### src/hw/rtl/cbc_pkg.sv
// Package for the color box centroid tracker: widths, register indexes,
// payload structs and the internal control structs. No dependencies.
`timescale 1ns / 1ps

package cbc_pkg;

  localparam int FRAME_SIDE   = 128;
  localparam int CHANNEL_BITS = 5;

  localparam int CoordW = 7;
  localparam int CntW   = 15;
  localparam int SumW   = 21;
  localparam int BoundW = 6;
  localparam int RegIdxW = 3;
  localparam int DivCntW = $clog2(SumW);

  localparam logic [CntW-1:0] CntMax = {CntW{1'b1}};
  localparam logic [SumW-1:0] SumMax = {SumW{1'b1}};
  localparam logic [CoordW-1:0] CentLim =
      CoordW'((FRAME_SIDE - 1 < 127) ? FRAME_SIDE - 1 : 127);

  // configuration register indexes
  localparam logic [RegIdxW-1:0] RegDarkLower = 3'd0;
  localparam logic [RegIdxW-1:0] RegDarkUpper = 3'd1;
  localparam logic [RegIdxW-1:0] RegRedRLower = 3'd2;
  localparam logic [RegIdxW-1:0] RegRedRUpper = 3'd3;
  localparam logic [RegIdxW-1:0] RegRedGLower = 3'd4;
  localparam logic [RegIdxW-1:0] RegRedGUpper = 3'd5;
  localparam logic [RegIdxW-1:0] RegRedBLower = 3'd6;
  localparam logic [RegIdxW-1:0] RegRedBUpper = 3'd7;

  typedef struct packed {
    logic [CHANNEL_BITS-1:0] pix_red;
    logic [CHANNEL_BITS-1:0] pix_green;
    logic [CHANNEL_BITS-1:0] pix_blue;
    logic [CoordW-1:0]       col_pos;
    logic [CoordW-1:0]       row_pos;
    logic                    frame_end;
  } pix_t;

  typedef struct packed {
    logic [CntW-1:0]   dark_hits;
    logic [CoordW-1:0] dark_cx;
    logic [CoordW-1:0] dark_cy;
    logic              dark_found;
    logic [CntW-1:0]   red_hits;
    logic [CoordW-1:0] red_cx;
    logic [CoordW-1:0] red_cy;
    logic              red_found;
  } res_t;

  typedef struct packed {
    logic [BoundW-1:0] dark_lower;
    logic [BoundW-1:0] dark_upper;
    logic [BoundW-1:0] red_r_lower;
    logic [BoundW-1:0] red_r_upper;
    logic [BoundW-1:0] red_g_lower;
    logic [BoundW-1:0] red_g_upper;
    logic [BoundW-1:0] red_b_lower;
    logic [BoundW-1:0] red_b_upper;
  } cfg_t;

  typedef struct packed {
    logic [CntW-1:0] dark_count;
    logic [SumW-1:0] dark_sum_x;
    logic [SumW-1:0] dark_sum_y;
    logic [CntW-1:0] red_count;
    logic [SumW-1:0] red_sum_x;
    logic [SumW-1:0] red_sum_y;
  } acc_t;

  typedef struct packed {
    logic            start;
    logic [SumW-1:0] dividend;
    logic [CntW-1:0] divisor;
  } div_req_t;

  typedef struct packed {
    logic            done;
    logic [SumW-1:0] quotient;
  } div_rsp_t;

endpackage

### src/hw/rtl/cbc_accum.sv
// Box test and per-box hit count and coordinate sums, saturating.
// Depends on cbc_pkg.
`timescale 1ns / 1ps

module cbc_accum (
  input  logic        clk_i,
  input  logic        rst_ni,
  input  cbc_pkg::cfg_t cfg_i,
  input  logic        en_i,
  input  logic        clear_i,
  input  cbc_pkg::pix_t pix_i,
  output cbc_pkg::acc_t acc_o
);
  import cbc_pkg::*;

  acc_t acc_q, acc_d;

  function automatic logic in_range(input logic [CHANNEL_BITS-1:0] v,
                                    input logic [BoundW-1:0] lo,
                                    input logic [BoundW-1:0] hi);
    logic [BoundW-1:0] vx;
    vx = BoundW'(v);
    return (vx > lo) && (vx < hi);
  endfunction

  function automatic logic [SumW-1:0] sat_add(input logic [SumW-1:0] s,
                                              input logic [CoordW-1:0] c);
    logic [SumW:0] t;
    t = {1'b0, s} + (SumW+1)'(c);
    return t[SumW] ? SumMax : t[SumW-1:0];
  endfunction

  logic dark_hit, red_hit;

  always_comb begin
    dark_hit = in_range(pix_i.pix_red, cfg_i.dark_lower, cfg_i.dark_upper) &&
               in_range(pix_i.pix_green, cfg_i.dark_lower, cfg_i.dark_upper) &&
               in_range(pix_i.pix_blue, cfg_i.dark_lower, cfg_i.dark_upper);
    red_hit  = in_range(pix_i.pix_red, cfg_i.red_r_lower, cfg_i.red_r_upper) &&
               in_range(pix_i.pix_green, cfg_i.red_g_lower, cfg_i.red_g_upper) &&
               in_range(pix_i.pix_blue, cfg_i.red_b_lower, cfg_i.red_b_upper);
    acc_d = acc_q;
    if (clear_i) begin
      acc_d = '0;
    end else if (en_i) begin
      // a full count drops the pixel entirely
      if (dark_hit && acc_q.dark_count != CntMax) begin
        acc_d.dark_count = acc_q.dark_count + 1'b1;
        acc_d.dark_sum_x = sat_add(acc_q.dark_sum_x, pix_i.col_pos);
        acc_d.dark_sum_y = sat_add(acc_q.dark_sum_y, pix_i.row_pos);
      end
      if (red_hit && acc_q.red_count != CntMax) begin
        acc_d.red_count = acc_q.red_count + 1'b1;
        acc_d.red_sum_x = sat_add(acc_q.red_sum_x, pix_i.col_pos);
        acc_d.red_sum_y = sat_add(acc_q.red_sum_y, pix_i.row_pos);
      end
    end
  end

  always_ff @(posedge clk_i or negedge rst_ni) begin
    if (!rst_ni) begin
      acc_q <= '0;
    end else begin
      acc_q <= acc_d;
    end
  end

  assign acc_o = acc_q;

endmodule

### src/hw/rtl/cbc_div.sv
// Shared restoring divider, one quotient bit per cycle.
// Depends on cbc_pkg.
`timescale 1ns / 1ps

module cbc_div (
  input  logic            clk_i,
  input  logic            rst_ni,
  input  cbc_pkg::div_req_t req_i,
  output cbc_pkg::div_rsp_t rsp_o
);
  import cbc_pkg::*;

  logic [SumW-1:0]    quo_q, quo_d;
  logic [CntW-1:0]    rem_q, rem_d;
  logic [CntW-1:0]    dvs_q, dvs_d;
  logic [DivCntW-1:0] cnt_q, cnt_d;
  logic               busy_q, busy_d;
  logic               done_q, done_d;
  logic [CntW:0]      trial;
  logic [CntW:0]      diff;

  always_comb begin
    trial  = {rem_q, quo_q[SumW-1]};
    diff   = trial - {1'b0, dvs_q};
    quo_d  = quo_q;
    rem_d  = rem_q;
    dvs_d  = dvs_q;
    cnt_d  = cnt_q;
    busy_d = busy_q;
    done_d = 1'b0;
    if (busy_q) begin
      if (trial >= {1'b0, dvs_q}) begin
        rem_d = diff[CntW-1:0];
        quo_d = {quo_q[SumW-2:0], 1'b1};
      end else begin
        rem_d = trial[CntW-1:0];
        quo_d = {quo_q[SumW-2:0], 1'b0};
      end
      cnt_d = cnt_q - 1'b1;
      if (cnt_q == '0) begin
        busy_d = 1'b0;
        done_d = 1'b1;
      end
    end else if (req_i.start) begin
      quo_d  = req_i.dividend;
      rem_d  = '0;
      dvs_d  = req_i.divisor;
      cnt_d  = DivCntW'(SumW - 1);
      busy_d = 1'b1;
    end
  end

  always_ff @(posedge clk_i or negedge rst_ni) begin
    if (!rst_ni) begin
      busy_q <= 1'b0;
      done_q <= 1'b0;
      cnt_q  <= '0;
    end else begin
      busy_q <= busy_d;
      done_q <= done_d;
      cnt_q  <= cnt_d;
    end
  end

  always_ff @(posedge clk_i) begin
    quo_q <= quo_d;
    rem_q <= rem_d;
    dvs_q <= dvs_d;
  end

  assign rsp_o.done     = done_q;
  assign rsp_o.quotient = quo_q;

endmodule

### src/hw/rtl/color_box_centroid_tracker.sv
// Top level of the color box centroid tracker: config registers, the
// frame-end sequencer and the result register. Uses cbc_pkg, cbc_accum, cbc_div.
`timescale 1ns / 1ps

// Usage:
// Pixel items enter on in_valid_i/in_ready_o with in_data_i (RGB, column,
// row, frame_end). A plain pixel is tested against both boxes and added to
// the box sums in the cycle it is accepted; the block is ready again at once,
// so plain pixels stream at one item per cycle.
// The item marked frame_end makes one result item on out_valid_o/out_ready_i.
// Its four centroids are worked out one after another on a single shared
// restoring divider (each: a start state, the quotient bits at one per cycle
// and a store), and the result is loaded into the output register after the
// last one; in_ready_o stays low from the acceptance of the frame_end item
// until that load. Then the box sums are cleared.
// The result sits in an output register: pixels keep being accepted while
// it waits. If the next frame_end finishes its divisions while the previous
// result is still not taken, the block holds, not ready, until it is.
// Configuration is to be written through cfg_we_i/cfg_idx_i/cfg_data_i
// only while idle; the block itself does not enforce this. Reset restores
// the register defaults, clears the sums and the output valid.
module color_box_centroid_tracker (
  input  logic                       clk_i,
  input  logic                       rst_ni,
  input  logic                       in_valid_i,
  output logic                       in_ready_o,
  input  cbc_pkg::pix_t              in_data_i,
  output logic                       out_valid_o,
  input  logic                       out_ready_i,
  output cbc_pkg::res_t              out_data_o,
  input  logic                       cfg_we_i,
  input  logic [cbc_pkg::RegIdxW-1:0] cfg_idx_i,
  input  logic [cbc_pkg::BoundW-1:0]  cfg_data_i
);
  import cbc_pkg::*;

  localparam logic [1:0] StIdle  = 2'd0;
  localparam logic [1:0] StStart = 2'd1;
  localparam logic [1:0] StWait  = 2'd2;
  localparam logic [1:0] StOut   = 2'd3;

  localparam logic [1:0] OpDarkX = 2'd0;
  localparam logic [1:0] OpDarkY = 2'd1;
  localparam logic [1:0] OpRedX  = 2'd2;
  localparam logic [1:0] OpRedY  = 2'd3;

  cfg_t cfg_q;
  acc_t acc;
  div_req_t div_req;
  div_rsp_t div_rsp;

  logic [1:0] state_q, state_d;
  logic [1:0] op_q, op_d;
  logic [CoordW-1:0] cent_q [4];
  logic [CoordW-1:0] cent_val;
  logic [CntW-1:0]   op_count;
  logic accept, load, out_valid_q;
  res_t out_q;

  // configuration
  always_ff @(posedge clk_i or negedge rst_ni) begin
    if (!rst_ni) begin
      cfg_q.dark_lower  <= 6'd0;
      cfg_q.dark_upper  <= 6'd4;
      cfg_q.red_r_lower <= 6'd28;
      cfg_q.red_r_upper <= 6'd32;
      cfg_q.red_g_lower <= 6'd0;
      cfg_q.red_g_upper <= 6'd4;
      cfg_q.red_b_lower <= 6'd0;
      cfg_q.red_b_upper <= 6'd4;
    end else if (cfg_we_i) begin
      case (cfg_idx_i)
        RegDarkLower: cfg_q.dark_lower  <= cfg_data_i;
        RegDarkUpper: cfg_q.dark_upper  <= cfg_data_i;
        RegRedRLower: cfg_q.red_r_lower <= cfg_data_i;
        RegRedRUpper: cfg_q.red_r_upper <= cfg_data_i;
        RegRedGLower: cfg_q.red_g_lower <= cfg_data_i;
        RegRedGUpper: cfg_q.red_g_upper <= cfg_data_i;
        RegRedBLower: cfg_q.red_b_lower <= cfg_data_i;
        RegRedBUpper: cfg_q.red_b_upper <= cfg_data_i;
        default: ;
      endcase
    end
  end

  assign in_ready_o = (state_q == StIdle);
  assign accept     = in_valid_i && in_ready_o;
  assign load       = (state_q == StOut) && (!out_valid_q || out_ready_i);

  cbc_accum u_accum (
    .clk_i   (clk_i),
    .rst_ni  (rst_ni),
    .cfg_i   (cfg_q),
    .en_i    (accept),
    .clear_i (load),
    .pix_i   (in_data_i),
    .acc_o   (acc)
  );

  // operand select for the shared divider
  always_comb begin
    div_req.start = (state_q == StStart);
    case (op_q)
      OpDarkX: begin
        div_req.dividend = acc.dark_sum_x;
        op_count         = acc.dark_count;
      end
      OpDarkY: begin
        div_req.dividend = acc.dark_sum_y;
        op_count         = acc.dark_count;
      end
      OpRedX: begin
        div_req.dividend = acc.red_sum_x;
        op_count         = acc.red_count;
      end
      default: begin
        div_req.dividend = acc.red_sum_y;
        op_count         = acc.red_count;
      end
    endcase
    div_req.divisor = op_count;
  end

  cbc_div u_div (
    .clk_i  (clk_i),
    .rst_ni (rst_ni),
    .req_i  (div_req),
    .rsp_o  (div_rsp)
  );

  // empty box gives 0, clamp to the frame edge
  always_comb begin
    if (op_count == '0) begin
      cent_val = '0;
    end else if (div_rsp.quotient > SumW'(CentLim)) begin
      cent_val = CentLim;
    end else begin
      cent_val = div_rsp.quotient[CoordW-1:0];
    end
  end

  always_comb begin
    state_d = state_q;
    op_d    = op_q;
    case (state_q)
      StIdle: begin
        if (accept && in_data_i.frame_end) begin
          state_d = StStart;
          op_d    = OpDarkX;
        end
      end
      StStart: state_d = StWait;
      StWait: begin
        if (div_rsp.done) begin
          if (op_q == OpRedY) begin
            state_d = StOut;
          end else begin
            op_d    = op_q + 1'b1;
            state_d = StStart;
          end
        end
      end
      StOut: begin
        if (load) begin
          state_d = StIdle;
        end
      end
      default: state_d = StIdle;
    endcase
  end

  always_ff @(posedge clk_i or negedge rst_ni) begin
    if (!rst_ni) begin
      state_q     <= StIdle;
      op_q        <= OpDarkX;
      out_valid_q <= 1'b0;
    end else begin
      state_q <= state_d;
      op_q    <= op_d;
      if (load) begin
        out_valid_q <= 1'b1;
      end else if (out_ready_i) begin
        out_valid_q <= 1'b0;
      end
    end
  end

  always_ff @(posedge clk_i) begin
    if (state_q == StWait && div_rsp.done) begin
      cent_q[op_q] <= cent_val;
    end
    if (load) begin
      out_q.dark_hits  <= acc.dark_count;
      out_q.dark_cx    <= cent_q[OpDarkX];
      out_q.dark_cy    <= cent_q[OpDarkY];
      out_q.dark_found <= (acc.dark_count != '0);
      out_q.red_hits   <= acc.red_count;
      out_q.red_cx     <= cent_q[OpRedX];
      out_q.red_cy     <= cent_q[OpRedY];
      out_q.red_found  <= (acc.red_count != '0);
    end
  end

  assign out_valid_o = out_valid_q;
  assign out_data_o  = out_q;

endmodule

### config.mk
export PLATFORM = sky130hd
export DESIGN_NAME = color_box_centroid_tracker
export DESIGN_NICKNAME = d
export VERILOG_FILES = /design/src/hw/rtl/cbc_pkg.sv /design/src/hw/rtl/cbc_accum.sv /design/src/hw/rtl/cbc_div.sv /design/src/hw/rtl/color_box_centroid_tracker.sv
export SDC_FILE = /design/constraint.sdc
export NUM_CORES = 1
export LEC_CHECK = 0
export BUFFER_PORTS_ARGS = -buffer_cell sky130_fd_sc_hd__buf_2
export CAP_MARGIN = 20
export CORE_AREA = 8 8 193 195
export DETAILED_ROUTE_END_ITERATION = 12
export DIE_AREA = 0 0 201 203
export PLACE_DENSITY = 0.81
export SLEW_MARGIN = 30
export SYNTH_ARGS = -nofsm -noshare
export SYNTH_HDL_FRONTEND = slang
export SYNTH_SLANG_ARGS = --single-unit
### constraint.sdc
create_clock -name clk_i -period 3.4 [get_ports clk_i]
set_clock_uncertainty 0.05 [all_clocks]
set_input_delay 0.34 -clock clk_i [delete_from_list [all_inputs] [get_ports clk_i]]
set_output_delay 0.34 -clock clk_i [all_outputs]
set_load 0.01 [all_outputs]
# Word level (Yosys, flattened, before mapping)
# Memories as Yosys holds them, arrays and structs flattened. A register that Yosys moved wholly into a read port is not among the register bits.
# Cells that the tools add are included.
totals:
  memories: 1
  inputBits: 44
  mem_bits_rw: 28
  word_cells: 154
  register_bits: 257
  output_inout_bits: 62
mem_list:
  columns: ["memory", "depth", "word_bits", "read_ports", "rd_ports_with_merged_regs", "write_ports", "line_no", "text"]
  rows:
  - ["cent_q", 4, 7, 4, 4, 1, "color_box_centroid_tracker.sv:54", "logic [CoordW-1:0] cent_q [4];"]
classes:
  addsub: 9
  bitwise_logic: 1
  n_lt_le_gt_ge: 14
  eq_ne: 19
  muxes: 38
  n_reduce_logical: 45
op_table:
  columns: ["cell", "count"]
  rows:
  - ["$mux 114", 2]
  - ["$mux 21", 6]
  - ["$mux 57", 2]
  - ["$add 21x7->22", 4]
  - ["$pmux 21 s3", 1]
  - ["$mux 15", 4]
  - ["$gt 5x6->1", 6]
  - ["$lt 5x6->1", 6]
  - ["$add 15x1->15 const B", 2]
  - ["$ne 15x15->1 const B", 2]
  - ["$reduce_bool 15->1", 2]
  - ["$reduce_and 2->1", 11]
  - ["$gt 21x7->1 const B", 1]
  - ["$ge 16x15->1", 1]
  - ["$logic_and 1x1->1", 16]
  - ["$logic_not 15->1", 1]
  - ["$sub 15x15->15", 1]
  - ["$mux 2", 7]
  - ["$mux 7", 2]
  - ["$eq 3x3->1 const B", 4]
  - ["$reduce_bool 2->1", 6]
  - ["$mux 1", 10]
  - ["$mux 5", 2]
  - ["$eq 2x2->1 const B", 4]
  - ["other kinds (18)", 23]

# Logic depth before layout (Yosys ltp)
# Gate-level depths: netlist of run 1.
logic_depth:
  ltp_word: 8
  mapped_depth: 12
  ltp_nobuf: 11

# Cells and area by module
# From an unflattened synthesis of run 1, not the netlist that was laid out.
unflattened:
  cells_unflattened: 1580
  area_unflattened_um2: 17284.1
modules_own_cells:
  columns: ["mod", "seq_area_each_um2", "instances", "cells_per_inst", "area_per_inst_um2"]
  rows:
  - ["cbc_accum", 2852.7, 1, 964, 8398.1]
  - ["color_box_centroid_tracker", 3977.6, 1, 354, 5768.0]
  - ["cbc_div", 1706.6, 1, 262, 3118.0]

# Least setup slack after synthesis of run 1
# No wires, ideal clock.
synth_timing:
  path_type: "register to register"
  start: "register out_valid_q, in the netlist out_valid_o"
  end: "register out_q, in the netlist out_data_o[0] (enable)"
  setup_ns: 0.448
  arrival_ns: 3.022
  required_time_ns: 2.902
  synth_period_minus_slack_ns: 3.520
  slack_ns: -0.120
  path_stages_with_launch: 6
  n_path_buf: 2
  path_cell_list: "dfrtp_1 > nand2b_1 > nand3_1 > inv_2 > clkbuf_1 > clkbuf_1"
synth_between:
  elab_chain_cells: 3
synth_lines:
  columns: ["element", "line_no", "text"]
  rows:
  - ["start: declaration", "color_box_centroid_tracker.sv:57", "logic accept, load, out_valid_q;"]
  - ["start signal: assignment", "color_box_centroid_tracker.sv:176", "out_valid_q <= 1'b0;"]
  - ["start signal: assignment", "color_box_centroid_tracker.sv:181", "out_valid_q <= 1'b1;"]
  - ["start signal: assignment", "color_box_centroid_tracker.sv:183", "out_valid_q <= 1'b0;"]
  - ["$logic_not 1->1", "color_box_centroid_tracker.sv:88", "assign load = (state_q == StOut) && (!out_valid_q || out_ready_i);"]
  - ["$logic_or 1x1->1", "color_box_centroid_tracker.sv:88", null]
  - ["$logic_and 1x1->1", "color_box_centroid_tracker.sv:88", null]
  - ["via load", "color_box_centroid_tracker.sv:57", null]
  - ["end: declaration", "color_box_centroid_tracker.sv:58", "res_t out_q;"]
# The timed path passes the listed nets, and every way through them passes these cells.
# A chain may end at the register's enable or synchronous reset.

# Worst setup path in the final report of run 1
layout_timing:
  start: "register cfg_q[32] (netlist name)"
  end: "register u_accum.acc_q, in the netlist u_accum.acc_o[35]"
layout_between:
  elab_chain_cells: 7
layout_lines:
  columns: ["element", "line_no", "text"]
  rows:
  - ["start: declaration", "color_box_centroid_tracker.sv:47", "cfg_t cfg_q;"]
  - ["$gt 5x6->1", "cbc_accum.sv:23", "return (vx > lo) && (vx < hi);"]
  - ["$logic_and 1x1->1", "cbc_accum.sv:23", null]
  - ["$logic_and 1x1->1", "cbc_accum.sv:39", "red_hit = in_range(pix_i.pix_red, cfg_i.red_r_lower, cfg_i.red_r_upper) &&"]
  - ["$logic_and 1x1->1", "cbc_accum.sv:40", "in_range(pix_i.pix_green, cfg_i.red_g_lower, cfg_i.red_g_upper) &&"]
  - ["$logic_and 1x1->1", "cbc_accum.sv:52", "if (red_hit && acc_q.red_count != CntMax) begin"]
  - ["$reduce_bool 2->1 (no source line)", null, null]
  - ["$reduce_and 2->1 (no source line)", null, null]
  - ["end signal: assignment", "cbc_accum.sv:62", "acc_q <= '0;"]
  - ["end signal: assignment", "cbc_accum.sv:64", "acc_q <= acc_d;"]
  - ["end: declaration", "cbc_accum.sv:16", "acc_t acc_q, acc_d;"]
# Every way passes these cells.

==> qor.csv, run 1 <==
metric,value,unit
status,completed,
crit path time final,3.36,ns
period utilisation layout,98.9,%
via count of the first global-routing pass,13300,
Starting Density,49.6,%
Avg Vias per Cell,6.04,
Required @ worst endpoint,3.73,ns
top-area cell type share of the netlist area,24.7,%
synthesis-to-finish area growth,14.4,%
register area share after synthesis,50.5,%
power per cell area,448,mW/mm^2
Global Route Usage Sum,20.5,%
CP Class,reg2reg,
fraction of layout cells with a size suffix above 1,15.7,%
CP Max Fanout,11,
Die ar.,0.0408,sq mm
clk sinks,313,
Max Cap Violations,0,
First-pass DRT Iterations,8,
die height,203,um
clock root buffer master,clkbuf_16,
Mapped Area,0.0169,sq mm
die span in x,201,um
Synth Instances,1611,
Leak,8.83,nW
GPL Wtd Cong,0.923,
diodes inserted,0,
Yosys reg bits,313,
starting DRC count in detailed routing,1412,
final wirelength,43.1,mm
detailed-route via count,13300,
post-synth cell types,75,
"Hold Vio Cnt, Final",0,
global-route wire length before repair,69.3,mm
DR DRC count,0,
Num CTS Buffers,35,
total grt overflow,0,
VDD IR-drop max,407,uV
largest area contributor in the netlist,dfrtp_1,
H-tree Lvls,2,
initial antenna violation count,0,
max-slew violation count,0,
"top cells by count, synth","167 x dfrtp_1, 139 x edfxtp_1, 138 x nand2_1",
"top cells by area, synth","dfrtp_1 25%, edfxtp_1 25%, ha_1 7.9%",
total chip power,0.00867,W
Non-Filler Instances,2211,
Detail Route Antenna Nets,0,
most frequent cell after synthesis,dfrtp_1,
Final setup viols,0,
type of the tightest min-delay check,in2reg,
core area,0.0341,sq mm
share of synthesized registers carrying an async set or reset,55.6,%
Synth Flop Type,dfrtp_1,
fin nets,1886,
Clock Pin Slew Worst Setup and Hold Paths,0.06,ns
CP Launch Type,flip-flop,
net count after synthesis,1767,
"EDFF count, synth",139,
boundary pin count,106,
DP Cell Count,2147,
"Avg Cell Area, Syn",10.5,sq um
CP endpoint kind,flip-flop,
IO buf count,105,
row cnt,68,
Fmax achieved,297,MHz
worst-case clock buffer depth,3,
clk_lat worst skew,0.53,ns
Slew HR,37.3,%
Post-Route Utilization,56.7,%
unrepaired setup endpoints after global routing,true,
Final HPWL DP,30.8,mm
CTS tree,done,
largest net degree at the start of global routing,72,
Syn. warnings,0,
# Post-CTS Setup Buffers,0,
critical path data arrival time,3.69,ns
DR WL/cell,19.5,um
Slew @ Worst Pin,0.940,ns
[stage by stage]
stage | hold slack, ns | worst slack (ns) | cell area (sq um) | setup TNS, ns
2_1_floorplan | -0.00559 | 0.438 | 16900 | 0
3_3_place_gp | 0.348 | 0.242 | 18200 | 0
3_5_place_dp | 0.355 | 0.181 | 18200 | 0
4_1_cts | 0.0743 | 0.146 | 19300 | 0
5_1_grt | 0.0962 | -0.00794 | 19300 | -0.00961
6_report | 0.0770 | 0.0359 | 19300 | 0
[final timing paths]
path	from	to	slack [ns]	cells after the start
worst min register to register	cent_q[2][0]	out_data_o[8]	0.37	0
worst min-delay path	in_valid_i	state_q[0]	0.08	3
worst max register to register	cfg_q[32]	u_accum.acc_o[35]	0.04	11
max in group asynchronous	rst_ni	u_accum.acc_o[30]	1.96	3
min in group asynchronous	rst_ni	u_accum.acc_o[62]	0.36	2
worst max-delay path	cfg_q[32]	u_accum.acc_o[35]	0.04	11
[report_power, final]
group          total, W  leakage (nW)  switching [W]  internal (W)
Clock           0.00383         0.562        0.00153       0.00231
Combinational  0.000705          4.61       0.000398      0.000307
Sequential      0.00413          3.66      0.0000707       0.00406
Total           0.00867          8.83        0.00199       0.00668
[worst max-delay path: stages (launching register included)]
cell and delay (ns):
dfstp_2 0.51, inv_1 0.04, ha_1 0.28, nand4b_1 0.13, o22ai_1 0.10, nor3_1 0.26, nand3b_1 0.10, or4b_1 0.58
buf_4 0.23, or2_1 0.36, nor4_1 0.46, nor3_1 0.11
[cell families after synthesis]
group	count (synthesis)	synth area share (%)
AO/OA/AOI/OAI	393	15.6
flip-flops	313	50.5
multiplexers	54	3.51
buffers and inverters	157	3.60
adder cells (fa/ha/maj)	112	8.51
AND/OR/NAND/NOR	545	16.3
XOR/XNOR	37	1.92
[cell type report]
cell class              count  area [sq um]
multi-input cells        1141          7810
fillers                  2766         14800
clock buffers              47           962
well taps                 455           569
repair buffers            151           930
clock inverters            16           203
flip-flops and latches    313          8540
inverters                  88           333
[routing by layer]
layer | global-route usage [%] | share of wire [%] | vias to the layer above
li1 | - | - | 6258
met1 | 26.4 | 42 | 6437
met2 | 34.8 | 48 | 558
met3 | 3.68 | 7.4 | 92
met4 | 6.57 | 2.5 | 0
met5 | 0 | 0 | -
[layout by cell type (no fill, tap or decap), types with 7 or more instances in the layout]
| master | n |
|---|---|
| a222oi_1 | 21 |
| or3_1 | 9 |
| and2_1 | 15 |
| ha_1 | 107 |
| nand4_1 | 20 |
| nor3b_1 | 9 |
| xnor2_1 | 32 |
| and4_1 | 9 |
| buf_2 | 104 |
| clkbuf_16 | 36 |
| nand4b_1 | 7 |
| a211oi_1 | 23 |
| a31oi_1 | 11 |
| nor3_1 | 59 |
| nand2_1 | 138 |
| o211a_1 | 21 |
| edfxtp_1 | 139 |
| inv_1 | 85 |
| o21a_1 | 19 |
| clkbuf_1 | 9 |
| nand2b_1 | 14 |
| dfrtp_1 | 167 |
| a21o_1 | 43 |
| nor2_1 | 105 |
| nor4_1 | 35 |
| nor2b_1 | 17 |
| mux2_2 | 42 |
| buf_4 | 41 |
| o21ai_0 | 95 |
| and3_1 | 26 |
| a21oi_1 | 91 |
| dfstp_2 | 7 |
| nand3_1 | 49 |
| mux2i_1 | 12 |
[registers in the layout, indices dropped and copies added (netlist names), 2 cells and up]
name	cells
state_q	2
u_accum.acc_o	114
u_div.cnt_q	5
cent_q	28
u_div.quo_q	21
cfg_q	48
u_div.rem_q	15
op_q	2
u_div.dvs_q	15
out_data_o	60
[repair_timing]
item                                    4_1_cts  5_1_grt
resized for setup                             0        3
endpoints found under the setup margin        0        4
hold buffers                                  1        0
hold endpoints to repair                     61        0
No activity file was read; power rests on OpenSTA's default activity.
==> inputs of run 2 (changes only) <==
--- a/config.mk
+++ b/config.mk
@@ -10,6 +10,8 @@
 export CORE_AREA = 8 8 193 195
 export DETAILED_ROUTE_END_ITERATION = 12
 export DIE_AREA = 0 0 201 203
+export GPL_ROUTABILITY_DRIVEN = 0
+export GPL_TIMING_DRIVEN = 0
 export PLACE_DENSITY = 0.81
 export SLEW_MARGIN = 30
 export SYNTH_ARGS = -nofsm -noshare
==> run 2 against run 1 <==
Register-to-register slack hardly changed. Worst hold slack worse by 0.0058 ns. Via count is 3.3% higher. Routed wire length is 6.2% higher. Clock-buffer cell count is 4 lower. Final cell count is 1.2% higher. Maximum frequency is 0.13% higher. Critical path depth stayed put. Worst setup slack better by 0.0044 ns. Final area is 0.12% higher. Global-route usage is 1.5 points higher.
==> qor.csv, run 2 (synthesis results as in run 1) <==
metric,value,unit,change
via count of the first global-routing pass,13900,,+4.8%
Fmax achieved,298,MHz,+0.13%
Slew HR,41.5,%,+4.2 points
DP Worst Slack,-0.615,ns,-0.796 ns
Hold EP,state_q[0],,
"commonest non-fill, non-tap cell in the layout",dfrtp_1,,
final setup margin,0.0404,ns,+0.00445 ns
power per cell area,444,mW/mm^2,-0.91%
Worst R2R Setup Slack,0.04,ns,about the same
Global Route Usage Sum,22.0,%,+1.5 points
status,completed,,
hold path cells,3,,unchanged
First-pass DRT Iterations,8,,unchanged
global-route wire length before repair,73.5,mm,+6.0%
CP Max Fanout,10,,-1
DR DRC count,0,,unchanged
clk_lat worst skew,0.52,ns,about the same
Critical R2R Capture,u_accum.acc_o[16],,
most frequent cells in the layout,"167 x dfrtp_1, 139 x edfxtp_1, 138 x nand2_1",,
r2r worst-path depth,11,,unchanged
total grt overflow,0,,unchanged
Final HPWL DP,33.4,mm,+8.4%
type of the tightest min-delay check,in2reg,,
max FFs per register,114,,unchanged
placed inst area,0.0181,sq mm,-0.32%
CP endpoint kind,flip-flop,,
row cnt,68,,unchanged
clock root buffer master,clkbuf_16,,
Num CTS Buffers,34,,-2.9%
Final setup viols,0,,unchanged
Avg Vias per Cell,6.16,,+2.1%
fin nets,1912,,+1.4%
Clock Pin Slew Worst Setup and Hold Paths,0.06,ns,about the same
Die ar.,0.0408,sq mm,unchanged
period utilisation layout,98.8,%,-0.13 points
die span in x,201,um,unchanged
H-tree Lvls,2,,unchanged
synthesis-to-finish area growth,14.5,%,
DR WL/cell,20.4,um,+4.9%
max-slew violation count,0,,unchanged
unrepaired setup endpoints after global routing,true,,
IO buf count,102,,-2.9%
clk sinks,313,,unchanged
total chip power,0.00860,W,-0.79%
worst-case clock buffer depth,3,,unchanged
CTS tree,done,,
VDD IR-drop max,356,uV,-13%
critical path data arrival time,3.76,ns,+0.07 ns
core area,0.0341,sq mm,unchanged
die height,203,um,unchanged
TNS Setup,0,ns,unchanged
CP Class,reg2reg,,
final wirelength,45.8,mm,+6.2%
Slew @ Worst Pin,0.868,ns,-0.0718 ns
starting DRC count in detailed routing,1422,,+0.71%
CP Launch Type,flip-flop,,
initial antenna violation count,1,,+1
fraction of layout cells with a size suffix above 1,14.9,%,-0.79 points
boundary pin count,106,,unchanged
largest net degree at the start of global routing,61,,-15%
Hold Path Origin,in_data_i[0],,
WHS,0.0712,ns,-0.00581 ns
detailed-route via count,13800,,+3.3%
Max Cap Violations,0,,unchanged
crit path time final,3.36,ns,-0.00445 ns
Detail Route Antenna Nets,0,,unchanged
"Hold Vio Cnt, Final",0,,unchanged
design area,0.0194,sq mm,+0.12%
Leak,8.79,nW,-0.43%
Starting Density,49.6,%,unchanged
Required @ worst endpoint,3.80,ns,+0.07 ns
worst r2r src,cfg_q[7],,
run 2: changes by cell type in the layout (fill, tap and decap cells not counted), moves of 2 or more:
cell / delta
buf_12: -3
buf_16: +2
buf_4: -33
clkbuf_1: +45
clkbuf_2: +5
clkbuf_4: +5
clkinv_1: -4
clkinv_2: +7
inv_2: +2
nor3_1: -3
nor3_2: +3
run 2: cell type report:
| class | instances | area (sq um) |
|---|---|---|
| antenna | 1 | 2.50 |
| sequential | 313 | 8540 |
| inverter | 88 | 330 |
| clock buffer | 43 | 936 |
| tap | 455 | 569 |
| buffer | 69 | 314 |
| clock inverter | 19 | 201 |
| fill | 2810 | 14700 |
| multi-input combinational | 1141 | 7850 |
| timing repair buffer | 109 | 628 |
run 2: how the worst max path moves through the flow:
stage,start,end,slack (ns),depth (start not counted)
2_1_floorplan,cfg_q[40],u_accum.acc_o[91],0.44,10
3_3_place_gp,rst_ni,out_valid_o,-0.93,1
3_5_place_dp,in_data_i[24],u_accum.acc_o[62],-0.61,11
4_1_cts,cfg_q[32],u_accum.acc_o[20],0.003,11
5_1_grt,cfg_q[7],u_accum.acc_o[7],-0.07,11
6_report,cfg_q[7],u_accum.acc_o[16],0.04,11
run 2: timing repair:
action | CTS | global route
gates resized for setup | 6 | 38
setup buffers | 3 | 0
endpoints found under the hold margin | 52 | 0
pin swaps | 1 | 0
hold buffers | 1 | 0
setup endpoints to repair | 63 | 100
run 2: layer usage:
metal / share of wire, % / wire length, um / vias to the layer above / track usage [%]
li1: - / - / 6309 / -
met1: 39 / 18100 / 6693 / 27.5
met4: 3.5 / 1620 / 2 / 8.36
met3: 8.9 / 4050 / 132 / 4.46
met5: 0.017 / 8 / - / 0
met2: 48 / 22000 / 649 / 37.2
run 2: report_power, final:
group	internal, W	switching (W)
sequential	0.00406	0.0000641
clock	0.00221	0.00155
combinational	0.000312	0.000406
run 2: worst max-delay path, stage by stage (launching register included):
cell      delay [ns]
dfrtp_1         0.34
inv_1           0.05
ha_1            0.28
nor2b_1         0.13
o21ai_0         0.14
a21oi_1         0.12
a211oi_2        0.50
a41oi_1         0.20
nand4b_1        0.50
clkbuf_1        0.67
o21ai_0         0.19
nor2_1          0.12
run 2: stage by stage:
stage / instances / utilization [%]
after global placement: 2168 / 52.7
after detailed placement: 2171 / 53.0
final: 2238 / 56.8
after CTS: 2237 / 56.5
after global routing: 2237 / 56.8
after floorplan: 1611 / -
